--- src/sv/tdpt_pkg.sv ---
package tdpt_pkg;

   localparam int CAND_WIDTH = 16;

   typedef struct packed {
      logic load_candidate;
      logic start_trial;
      logic start_divide;
      logic divide_step;
      logic next_divisor;
      logic load_result;
      logic result_prime;
   } cmd_type;

   typedef struct packed {
      logic below_two;
      logic square_exceeds;
      logic divide_last;
      logic remainder_zero;
      logic result_free;
   } status_type;

endpackage

--- src/sv/tdpt_if.sv ---
interface tdpt_req_if;
   import tdpt_pkg::*;

   logic                  valid;
   logic                  ready;
   logic [CAND_WIDTH-1:0] candidate;

   modport source (output valid, output candidate, input ready);
   modport sink (input valid, input candidate, output ready);
endinterface

interface tdpt_rsp_if;
   import tdpt_pkg::*;

   logic                  valid;
   logic                  ready;
   logic                  is_prime;
   logic [CAND_WIDTH-1:0] tested_value;

   modport source (output valid, output is_prime, output tested_value, input ready);
   modport sink (input valid, input is_prime, input tested_value, output ready);
endinterface

--- src/sv/tdpt_ctrl.sv ---
module tdpt_ctrl (
   input  logic                 clock,
   input  logic                 reset,
   input  logic                 req_valid,
   output logic                 req_ready,
   input  tdpt_pkg::status_type status,
   output tdpt_pkg::cmd_type    cmd
);
   import tdpt_pkg::*;

   localparam logic [2:0] S_IDLE   = 3'd0;
   localparam logic [2:0] S_CHECK  = 3'd1;
   localparam logic [2:0] S_DIVIDE = 3'd2;
   localparam logic [2:0] S_EVAL   = 3'd3;
   localparam logic [2:0] S_FINISH = 3'd4;

   logic [2:0] state_ff;
   logic [2:0] state_in;
   logic       verdict_ff;
   logic       verdict_in;
   logic       req_fire;

   assign req_ready = (state_ff == S_IDLE);
   assign req_fire  = req_valid && req_ready;

   always_comb begin
      state_in          = state_ff;
      verdict_in        = verdict_ff;
      cmd               = '0;
      cmd.result_prime  = verdict_ff;
      case (state_ff)
         S_IDLE: begin
            if (req_fire) begin
               cmd.load_candidate = 1'b1;
               cmd.start_trial    = 1'b1;
               state_in           = S_CHECK;
            end
         end
         S_CHECK: begin
            if (status.below_two) begin
               verdict_in = 1'b0;
               state_in   = S_FINISH;
            end else if (status.square_exceeds) begin
               verdict_in = 1'b1;
               state_in   = S_FINISH;
            end else begin
               cmd.start_divide = 1'b1;
               state_in         = S_DIVIDE;
            end
         end
         S_DIVIDE: begin
            cmd.divide_step = 1'b1;
            if (status.divide_last) begin
               state_in = S_EVAL;
            end
         end
         S_EVAL: begin
            if (status.remainder_zero) begin
               verdict_in = 1'b0;
               state_in   = S_FINISH;
            end else begin
               cmd.next_divisor = 1'b1;
               state_in         = S_CHECK;
            end
         end
         S_FINISH: begin
            if (status.result_free) begin
               cmd.load_result = 1'b1;
               state_in        = S_IDLE;
            end
         end
         default: begin
            state_in = S_IDLE;
         end
      endcase
   end

   always_ff @(posedge clock) begin
      if (reset) begin
         state_ff   <= S_IDLE;
         verdict_ff <= 1'b0;
      end else begin
         state_ff   <= state_in;
         verdict_ff <= verdict_in;
      end
   end

   assert property (@(posedge clock) disable iff (reset)
      req_fire |=> state_ff == S_CHECK)
      else $error("Accepted transaction did not start a check.");

   assert property (@(posedge clock) disable iff (reset)
      (state_ff == S_EVAL && status.remainder_zero) |=> (state_ff == S_FINISH && !verdict_ff))
      else $error("Exact divisor did not give a composite verdict.");

   assert property (@(posedge clock) disable iff (reset)
      (state_ff == S_CHECK && status.below_two) |=> !verdict_ff)
      else $error("Value below two reported as prime.");

endmodule

--- src/sv/tdpt_datapath.sv ---
module tdpt_datapath #(
   parameter int WIDTH = 16
) (
   input  logic                                clock,
   input  logic                                reset,
   input  tdpt_pkg::cmd_type                   cmd,
   output tdpt_pkg::status_type                status,
   input  logic [tdpt_pkg::CAND_WIDTH-1:0]     req_candidate,
   output logic                                rsp_valid,
   input  logic                                rsp_ready,
   output logic                                rsp_is_prime,
   output logic [tdpt_pkg::CAND_WIDTH-1:0]     rsp_tested_value
);
   import tdpt_pkg::*;

   localparam int CNT_W = (WIDTH > 2) ? $clog2(WIDTH) : 1;

   logic [WIDTH+CAND_WIDTH-1:0] cand_ext;
   logic [WIDTH+CAND_WIDTH-1:0] value_ext;
   logic [WIDTH-1:0]            n_ff;
   logic [WIDTH-1:0]            n_in;
   logic [WIDTH-1:0]            d_ff;
   logic [WIDTH-1:0]            d_in;
   logic [WIDTH:0]              sq_ff;
   logic [WIDTH:0]              sq_in;
   logic [WIDTH:0]              rem_ff;
   logic [WIDTH:0]              rem_in;
   logic [WIDTH:0]              shifted;
   logic [CNT_W-1:0]            count_ff;
   logic [CNT_W-1:0]            count_in;
   logic                        rsp_valid_ff;
   logic                        rsp_valid_in;
   logic                        rsp_prime_ff;
   logic [CAND_WIDTH-1:0]       rsp_value_ff;

   assign cand_ext  = {{WIDTH{1'b0}}, req_candidate};
   assign value_ext = {{CAND_WIDTH{1'b0}}, n_ff};
   assign shifted   = {rem_ff[WIDTH-1:0], n_ff[count_ff]};

   always_comb begin
      n_in     = cmd.load_candidate ? cand_ext[WIDTH-1:0] : n_ff;
      d_in     = d_ff;
      sq_in    = sq_ff;
      rem_in   = rem_ff;
      count_in = count_ff;
      if (cmd.start_trial) begin
         d_in  = WIDTH'(2);
         sq_in = (WIDTH+1)'(4);
      end else if (cmd.next_divisor) begin
         d_in  = d_ff + WIDTH'(1);
         sq_in = sq_ff + {d_ff, 1'b1};
      end
      if (cmd.start_divide) begin
         rem_in   = '0;
         count_in = CNT_W'(WIDTH - 1);
      end else if (cmd.divide_step) begin
         rem_in   = (shifted >= {1'b0, d_ff}) ? shifted - {1'b0, d_ff} : shifted;
         count_in = count_ff - CNT_W'(1);
      end
   end

   assign status.below_two      = (n_ff[WIDTH-1:1] == '0);
   assign status.square_exceeds = (sq_ff > {1'b0, n_ff});
   assign status.divide_last    = (count_ff == '0);
   assign status.remainder_zero = (rem_ff == '0);
   assign status.result_free    = !rsp_valid_ff || rsp_ready;

   always_comb begin
      rsp_valid_in = rsp_valid_ff;
      if (cmd.load_result) begin
         rsp_valid_in = 1'b1;
      end else if (rsp_ready) begin
         rsp_valid_in = 1'b0;
      end
   end

   always_ff @(posedge clock) begin
      if (reset) begin
         rsp_valid_ff <= 1'b0;
         n_ff         <= '0;
         d_ff         <= '0;
         sq_ff        <= '0;
         rem_ff       <= '0;
         count_ff     <= '0;
      end else begin
         rsp_valid_ff <= rsp_valid_in;
         n_ff         <= n_in;
         d_ff         <= d_in;
         sq_ff        <= sq_in;
         rem_ff       <= rem_in;
         count_ff     <= count_in;
      end
   end

   always_ff @(posedge clock) begin
      if (cmd.load_result) begin
         rsp_prime_ff <= cmd.result_prime;
         rsp_value_ff <= value_ext[CAND_WIDTH-1:0];
      end
   end

   assign rsp_valid        = rsp_valid_ff;
   assign rsp_is_prime     = rsp_prime_ff;
   assign rsp_tested_value = rsp_value_ff;

   assert property (@(posedge clock) disable iff (reset)
      cmd.load_result |-> status.result_free)
      else $error("Result loaded over an undelivered transaction.");

   assert property (@(posedge clock) disable iff (reset)
      cmd.next_divisor |-> !status.remainder_zero && !status.square_exceeds)
      else $error("Divisor advanced past a decided test.");

   assert property (@(posedge clock) disable iff (reset)
      cmd.divide_step |=> rem_ff < {1'b0, d_ff})
      else $error("Partial remainder not below the divisor.");

endmodule

--- src/sv/trial_division_prime_test_top.sv ---
// Channel       Direction  Payload                       Transaction when
// req_channel   in         candidate[15:0]               valid && ready
// rsp_channel   out        is_prime, tested_value[15:0]  valid && ready
//
// Each trial division runs the bit-serial remainder unit over all WIDTH bits of the
// candidate, one quotient bit per cycle, and then evaluates the remainder. The result
// becomes valid as the block returns to idle, where it can take the next candidate.
// Reset is synchronous and active high; no clearing pass is needed.
// A finished result waits in the output register; a new candidate is taken while it waits.
// A stalled result holds the next verdict back until the output register is free.
module trial_division_prime_test_top #(
   parameter int WIDTH = 16
) (
   input logic        clock,
   input logic        reset,
   tdpt_req_if.sink   req_channel,
   tdpt_rsp_if.source rsp_channel
);
   import tdpt_pkg::*;

   cmd_type    cmd;
   status_type status;

   tdpt_ctrl u_ctrl (
      .clock     (clock),
      .reset     (reset),
      .req_valid (req_channel.valid),
      .req_ready (req_channel.ready),
      .status    (status),
      .cmd       (cmd)
   );

   tdpt_datapath #(
      .WIDTH (WIDTH)
   ) u_datapath (
      .clock            (clock),
      .reset            (reset),
      .cmd              (cmd),
      .status           (status),
      .req_candidate    (req_channel.candidate),
      .rsp_valid        (rsp_channel.valid),
      .rsp_ready        (rsp_channel.ready),
      .rsp_is_prime     (rsp_channel.is_prime),
      .rsp_tested_value (rsp_channel.tested_value)
   );

endmodule
--- src/flat_wrapper.sv ---
// flat-port wrapper written by rule: the top's interface ports become plain ports
module trial_division_prime_test_top_flat import tdpt_pkg::*;
#(
   parameter int WIDTH = 16
)
  (clock, reset, req_channel_valid, req_channel_candidate, req_channel_ready, rsp_channel_valid, rsp_channel_is_prime, rsp_channel_tested_value, rsp_channel_ready);
  tdpt_req_if req_channel_i ();
  tdpt_rsp_if rsp_channel_i ();
  input logic clock;
  input logic reset;
  input wire logic [$bits(req_channel_i.valid)-1:0] req_channel_valid;
  input wire logic [$bits(req_channel_i.candidate)-1:0] req_channel_candidate;
  output wire logic [$bits(req_channel_i.ready)-1:0] req_channel_ready;
  output wire logic [$bits(rsp_channel_i.valid)-1:0] rsp_channel_valid;
  output wire logic [$bits(rsp_channel_i.is_prime)-1:0] rsp_channel_is_prime;
  output wire logic [$bits(rsp_channel_i.tested_value)-1:0] rsp_channel_tested_value;
  input wire logic [$bits(rsp_channel_i.ready)-1:0] rsp_channel_ready;
  assign req_channel_i.valid = req_channel_valid;
  assign req_channel_i.candidate = req_channel_candidate;
  assign req_channel_ready = req_channel_i.ready;
  assign rsp_channel_valid = rsp_channel_i.valid;
  assign rsp_channel_is_prime = rsp_channel_i.is_prime;
  assign rsp_channel_tested_value = rsp_channel_i.tested_value;
  assign rsp_channel_i.ready = rsp_channel_ready;
  trial_division_prime_test_top #(.WIDTH(WIDTH)) u_core (.clock(clock), .reset(reset), .req_channel(req_channel_i), .rsp_channel(rsp_channel_i));
endmodule
--- config.mk ---
export PLATFORM = sky130hd
export DESIGN_NAME = trial_division_prime_test_top_flat
export DESIGN_NICKNAME = d
export VERILOG_FILES = /design/src/sv/tdpt_pkg.sv /design/src/sv/tdpt_if.sv /design/src/sv/tdpt_ctrl.sv /design/src/sv/tdpt_datapath.sv /design/src/sv/trial_division_prime_test_top.sv /design/src/flat_wrapper.sv
export SDC_FILE = /design/constraint.sdc
export NUM_CORES = 1
export LEC_CHECK = 0
export BUFFER_PORTS_ARGS = -buffer_cell sky130_fd_sc_hd__buf_2
export CAP_MARGIN = 25
export CORE_AREA = 2 2 127 129
export CTS_CLUSTER_DIAMETER = 200
export CTS_CLUSTER_SIZE = 25
export DETAILED_ROUTE_END_ITERATION = 8
export DIE_AREA = 0 0 129 131
export GPL_ROUTABILITY_DRIVEN = 0
export PLACE_DENSITY = 0.65
export SYNTH_ARGS = -nofsm -noshare
export SYNTH_HDL_FRONTEND = slang
export SYNTH_SLANG_ARGS = --single-unit
--- constraint.sdc ---
create_clock -name clock -period 4.3 [get_ports clock]
set_clock_uncertainty 0.05 [all_clocks]
set_input_delay 0.43 -clock clock [delete_from_list [all_inputs] [get_ports clock]]
set_output_delay 0.43 -clock clock [all_outputs]
set_load 0.1 [all_outputs]
# Yosys cells after proc, flatten, opt, wreduce, memory -nomap -nowiden
# Cells that the tools add are included.
word_totals:
  register_bits: 92
  word_cells: 75
op_classes:
  n_lt_le_gt_ge: 3
  add_sub_neg: 4
  reduce_logical: 15
  n_eq_ne: 9
  n_mux: 32
ops:
  columns: ["cell", "count"]
  rows:
  - ["3-bit 2-to-1 mux", 8]
  - ["17-bit adder", 1]
  - ["17-bit by 16-bit greater-or-equal comparator with 1-bit output", 1]
  - ["17-bit by 16-bit > comparator with 1-bit output", 1]
  - ["17-bit zero test", 1]
  - ["17-bit 2-to-1 mux", 1]
  - ["17-bit by 16-bit subtractor with 17-bit output", 1]
  - ["16-bit by 1-bit adder with 16-bit output, second input constant", 1]
  - ["15-bit zero test", 1]
  - ["3-bit one-hot mux with 5 select lines", 1]
  - ["1-bit 2-to-1 mux", 14]
  - ["2-bit 2-to-1 mux", 4]
  - ["4-bit 2-to-1 mux", 2]
  - ["2-bit by 1-bit != test with 1-bit output, second input constant", 4]
  - ["2-bit nonzero test", 4]
  - ["3-bit by 2-bit == test with 1-bit output, second input constant", 2]
  - ["3-bit AND reduction", 2]
  - ["4-bit by 5-bit less-than comparator with 1-bit output, second input constant", 1]
  - ["1-bit binary-select mux with 4-bit select", 1]
  - ["4-bit zero test", 1]
  - ["2-bit OR reduction", 2]
  - ["4-bit by 1-bit subtractor with 4-bit output, second input constant", 1]
  - ["3-bit by 1-bit == test with 1-bit output, second input constant", 1]
  - ["3-bit == test, second input constant", 1]
  - ["other kinds (6)", 6]

# Logic depth before layout (Yosys ltp)
depth:
  depth_word: 5
  depth_mapped: 13

# Cells and area by module
# From an unflattened synthesis, not the netlist that was laid out.
hier_totals:
  cells_unflattened: 615
  area_unflattened_um2: 5705.5
modules_own_cells:
  columns: ["mod", "area_each_um2", "n_inst", "cells_each"]
  rows:
  - ["tdpt_datapath", 5441.5, 1, 586]
  - ["tdpt_ctrl", 264.0, 1, 29]

# Least setup slack after synthesis
# No wires, ideal clock.
synth_timing:
  kind: "register to register"
  from: "register u_core.u_ctrl.state_ff[1]"
  to: "register u_core.u_datapath.d_ff[0]"
  t_arrival_ns: 4.103
  path_stages_with_launch: 8
  setup_slack_ns: 0.020
  n_path_buf: 3
  cell_sequence: "dfxtp_1 > clkbuf_1 > nor3_1 > nand2_1 > nand2b_1 > buf_1 > clkbuf_1 > nor2_1"
synth_via:
  elab_chain_len: 5
  word_cells_on_any_way: 7
  classes_between: "eq/ne: 1; mux: 3; reduce/logical: 3"
synth_rtl:
  columns: ["element", "line", "text"]
  rows:
  - ["from (decl)", "tdpt_ctrl.sv:17", "logic [2:0] state_ff;"]
  - ["from (signal assigned)", "tdpt_ctrl.sv:83", "state_ff <= state_in;"]
  - ["3-bit zero test (*)", "tdpt_ctrl.sv:23", "assign req_ready = (state_ff == S_IDLE);"]
  - ["named net req_channel_ready", "flat_wrapper.sv:13", "output wire logic [$bits(req_channel_i.ready)-1:0] req_channel_ready;"]
  - ["1-bit logical AND", "tdpt_ctrl.sv:24", "assign req_fire = req_valid && req_ready;"]
  - ["2-bit 2-to-1 mux", "tdpt_ctrl.sv:33", "if (req_fire) begin"]
  - ["2-bit 2-to-1 mux (*)", "tdpt_ctrl.sv:31", "case (state_ff)"]
  - ["2-bit OR reduction (no line) (*)", null, null]
  - ["to (signal assigned)", "tdpt_datapath.sv:88", "d_ff <= d_in;"]
  - ["to (decl)", "tdpt_datapath.sv:22", "logic [WIDTH-1:0] d_ff;"]
# Mark *: on every way through the listed nets, which the timed path passes. The rest lies on a longest branch.
# A chain may end at the register's enable or synchronous reset.

# Final worst setup path
layout_timing:
  from: "register u_core.u_datapath.count_ff[0]"
  to: "register u_core.u_datapath.rem_ff[14]"
layout_via:
  elab_chain_len: 4
  word_cells_on_any_way: 5
  classes_between: "add/sub: 1; order compare: 1; mux: 3"
layout_rtl:
  columns: ["element", "line", "text"]
  rows:
  - ["from (decl)", "tdpt_datapath.sv:29", "logic [CNT_W-1:0] count_ff;"]
  - ["from (signal assigned)", "tdpt_datapath.sv:91", "count_ff <= count_in;"]
  - ["1-bit binary-select mux with 4-bit select (*)", "tdpt_datapath.sv:38", "assign shifted = {rem_ff[WIDTH-1:0], n_ff[count_ff]};"]
  - ["1-bit 2-to-1 mux (implied by the code) (*)", "tdpt_datapath.sv:38", null]
  - ["17-bit by 16-bit subtractor with 17-bit output or 17-bit by 16-bit greater-or-equal comparator with 1-bit output (tied branches)", "tdpt_datapath.sv:57", "rem_in = (shifted >= {1'b0, d_ff}) ? shifted - {1'b0, d_ff} : shifted;"]
  - ["17-bit 2-to-1 mux (*)", "tdpt_datapath.sv:57", null]
  - ["to (signal assigned)", "tdpt_datapath.sv:90", "rem_ff <= rem_in;"]
  - ["to (decl)", "tdpt_datapath.sv:26", "logic [WIDTH:0] rem_ff;"]
# Every way passes the cells marked *; elsewhere a longest branch is shown, timed or not. The select of a mux whose other input is x is not followed.

==> impl_results.md <==
* Worst setup path class: reg2reg
* Critical Path AT at 3.89 ns
* Nets@finish at 790
* CP Data Required Time at between 4 and 5 ns
* Die ar. at 16,900 um2
* Ys async rst share at 0%
* Initial antenna violation count at 0
* Total number of vias at 4,973
* Final Util at a little over two fifths
* Worst Setup End Kind: flop
* CP Launch Type: flop
* Drt drc at 0
* Post-synthesis compound-gate area fraction at 18.3%
* Total Wirelength at 14,000 um
* Clock Sinks at 92
* Global-route usage over all layers at between 10% and 20%
* Top FF cell, synth: dfxtp_1
* Synth warnings at 0
* Detail Placement HPWL at approximately 11,000 um
* Syn nets at 760
* Pin count of the biggest net entering global routing at 35
* Deepest clock path buffer count at 2
* Synth unique cells at 64
* Crit path max fanout at 7
* Overflow after GRT at 0
* Setup TNS at 0 ns
* Vias in the first global route at roughly 4.6k
* Synth Area in XOR/XNOR at around 5.6%
* Hold_buf cts at 0
* Static Leak at 2.64 nW
* Synth Register Bits at 92
* Hold Violations, Final at 0
* Fin crit period at 3.67 ns
* Fin crit share at a little under nine tenths
* Die Width at 129 um
* Mux contribution to synthesized area at 4.95%
* CTS tree: done
* Sequential area share after synthesis at between 30% and 40%
* Status: finished clean
* Simple-Gate Fraction of Synth Area at between 20% and 30%
* IO buf count at 38
* Pwr Density at around 740 nW/um2
* Worst min path class: in2reg
* Initial Util at between 30% and 40%
* FP Rows at 46
* Pins Over Slew Limit at 0
* Area growth syn-to-layout at 12.5%
* Post_cts resized at 0
* Adder-Cell Fraction of Synth Area at 11.2%
* Final setup fails at 0
* Ant. Diodes at 0
* Normalized max-slew margin at between 40 and 50%
* Root Driver: clkbuf_16
* DRT Pass-1 Iters at 5
* Clk slew on worst S/H paths at roughly 0.08 ns
* Largest cells by area after synthesis: dfxtp_1 26%, ha_1 11%, edfxtp_1 8.7%
* RSZ-0062 raised after global routing: no
* Most common cell in the synthesized netlist: nand2_1
* Final WS setup at 0.633 ns
* Worst-Margin Slew at between 0.7 and 0.8 ns
* Final Instance Count excl. Fillers at 940
* Setup fix buffers added after clock tree synthesis at 0
* # IOs at 39
* Post-Synthesis Cells at between 600 and 700
* Post-synth top area cell: dfxtp_1
* Largest family of logic cells by synthesized area: simple AND/OR/NAND/NOR gates
* Syn Area/Cell at about 8.5 um2
* Dpl ws at approximately 0.64 ns
* Placed insts at 924
* First-pass GRT wire length at roughly 23,000 um
* Post-DRT Antenna Nets at 0
* Detailed Route Iter0 Violations at 336
* Max-cap check violation count at 0
* WL per Instance at 14.9 um
* Worst IR drop on VDD at between 0.4 and 0.5 mV
* Mapped Area at around 6000 um2
* Layout cells sized above 1 at around 11%
* Max Freq at approximately 0.27 GHz
* CTS H-tree lvls at 3
* Die Y at roughly 130 um
* Core Region at between 15,000 and 20,000 um2
* Top cell type's share of synthesized area at 25.7%
* Inserted Clock Buffers at 9
* Worst skew pair latency at 0.36 ns
* Number of flops mapped to enable cells by yosys at 17
* Commonest cells in the netlist: 86 x nand2_1, 75 x dfxtp_1, 61 x a21oi_1
* Vias per cell at ~5.3
-- routing by layer --
| metal | track usage (%) | wire length (um) |
|---|---|---|
| met5 | 0 | 0 |
| met1 | 23.3 | 6850 |
| met2 | 28.2 | 6300 |
| met3 | 2.73 | 600 |
| met4 | 6.71 | 288 |
-- cells by family (layout without fill, tap and decap cells) --
family	count (synthesis)	after routing
simple gates	246	246
fa+ha+maj	51	51
buf+inv	79	114
compound gates	162	162
flops	92	92
mux	22	22
xor+xnor	37	37
-- critical path, stage by stage (launching register included) --
cell	delay (ns)
dfxtp_1	0.54
mux4_2	0.29
mux4_2	0.26
inv_1	0.07
ha_1	0.21
fa_1	0.40
nand2b_1	0.18
a21oi_1	0.19
o21ai_1	0.23
o311a_1	0.42
or3_1	0.35
a311o_1	0.27
a21oi_1	0.13
-- sequential cells by signal, indices dropped and copies added (netlist names) --
register	flops
u_core.u_datapath.rsp_is_prime	1
u_core.u_datapath.rsp_valid	1
u_core.u_ctrl.state_ff	3
u_core.u_datapath.n_ff	16
u_core.u_datapath.rem_ff	17
u_core.u_datapath.d_ff	16
u_core.u_datapath.rsp_tested_value	16
u_core.u_datapath.sq_ff	17
u_core.u_ctrl.verdict_ff	1
u_core.u_datapath.count_ff	4
-- final cells by class --
| cell class | instances | area [um2] |
|---|---|---|
| Timing Repair Buffer | 48 | 265 |
| Multi-Input combinational cell | 518 | 3520 |
| Clock inverter | 7 | 88.8 |
| Tap cell | 216 | 270 |
| Inverter | 50 | 188 |
| Fill cell | 1562 | 9030 |
| Sequential cell | 92 | 2010 |
| Clock buffer | 9 | 225 |
-- power by group --
group / leakage [nW] / total [mW] / switching (mW) / internal [mW]
clock network: 0.152 / 0.854 / 0.387 / 0.467
registers: 0.766 / 1.18 / 0.163 / 1.02
logic: 1.72 / 2.79 / 1.61 / 1.19
-- cell usage in the layout (no fill, tap or decap), drive strengths merged, types with 3 or more instances in the layout --
master and instances:
and3 4, o211ai 6, inv 54, xor2 7
nor3 15, dfxtp 75, xnor2 30, nand2 86
nand2b 7, nand4 10, o21a 6, o21bai 4
ha 49, o21ai 16, mux4 5, a211oi 22
nand3 17, nor2 61, nor4 14, mux2i 15
nor3b 4, or3 8, clkbuf 9, nor2b 5
or4 3, and2 4, and4 3, a211o 3
o31ai 6, buf 48, edfxtp 17, a21o 12
a31oi 5, a21oi 61
-- per-stage QoR --
step	total power [mW]	hold WS [ns]	area, um2
5_1_grt	5.21	0.269	6570
3_3_place_gp	3.97	0.373	6250
4_1_cts	4.85	0.251	6570
2_1_floorplan	3.46	0.358	5840
6_report	4.83	0.255	6570
3_5_place_dp	3.97	0.375	6250
-- path summary, 6_finish.rpt --
kind	startpoint	end	slack (ns)	cells past startpoint
setup / recovery	u_core.u_datapath.count_ff[0]$_SDFFE_PP0P_	u_core.u_datapath.rem_ff[14]$_SDFFE_PP0P_	0.63	12
hold / removal	req_channel_candidate[0]	u_core.u_datapath.n_ff[0]$_SDFFE_PP0P_	0.25	3
setup reg to reg	u_core.u_datapath.count_ff[0]$_SDFFE_PP0P_	u_core.u_datapath.rem_ff[14]$_SDFFE_PP0P_	0.63	12
hold reg to reg	u_core.u_ctrl.verdict_ff$_SDFFE_PP0P_	u_core.u_datapath.rsp_is_prime$_DFFE_PP_	0.39	0
(Power assumes the default switching activity.)
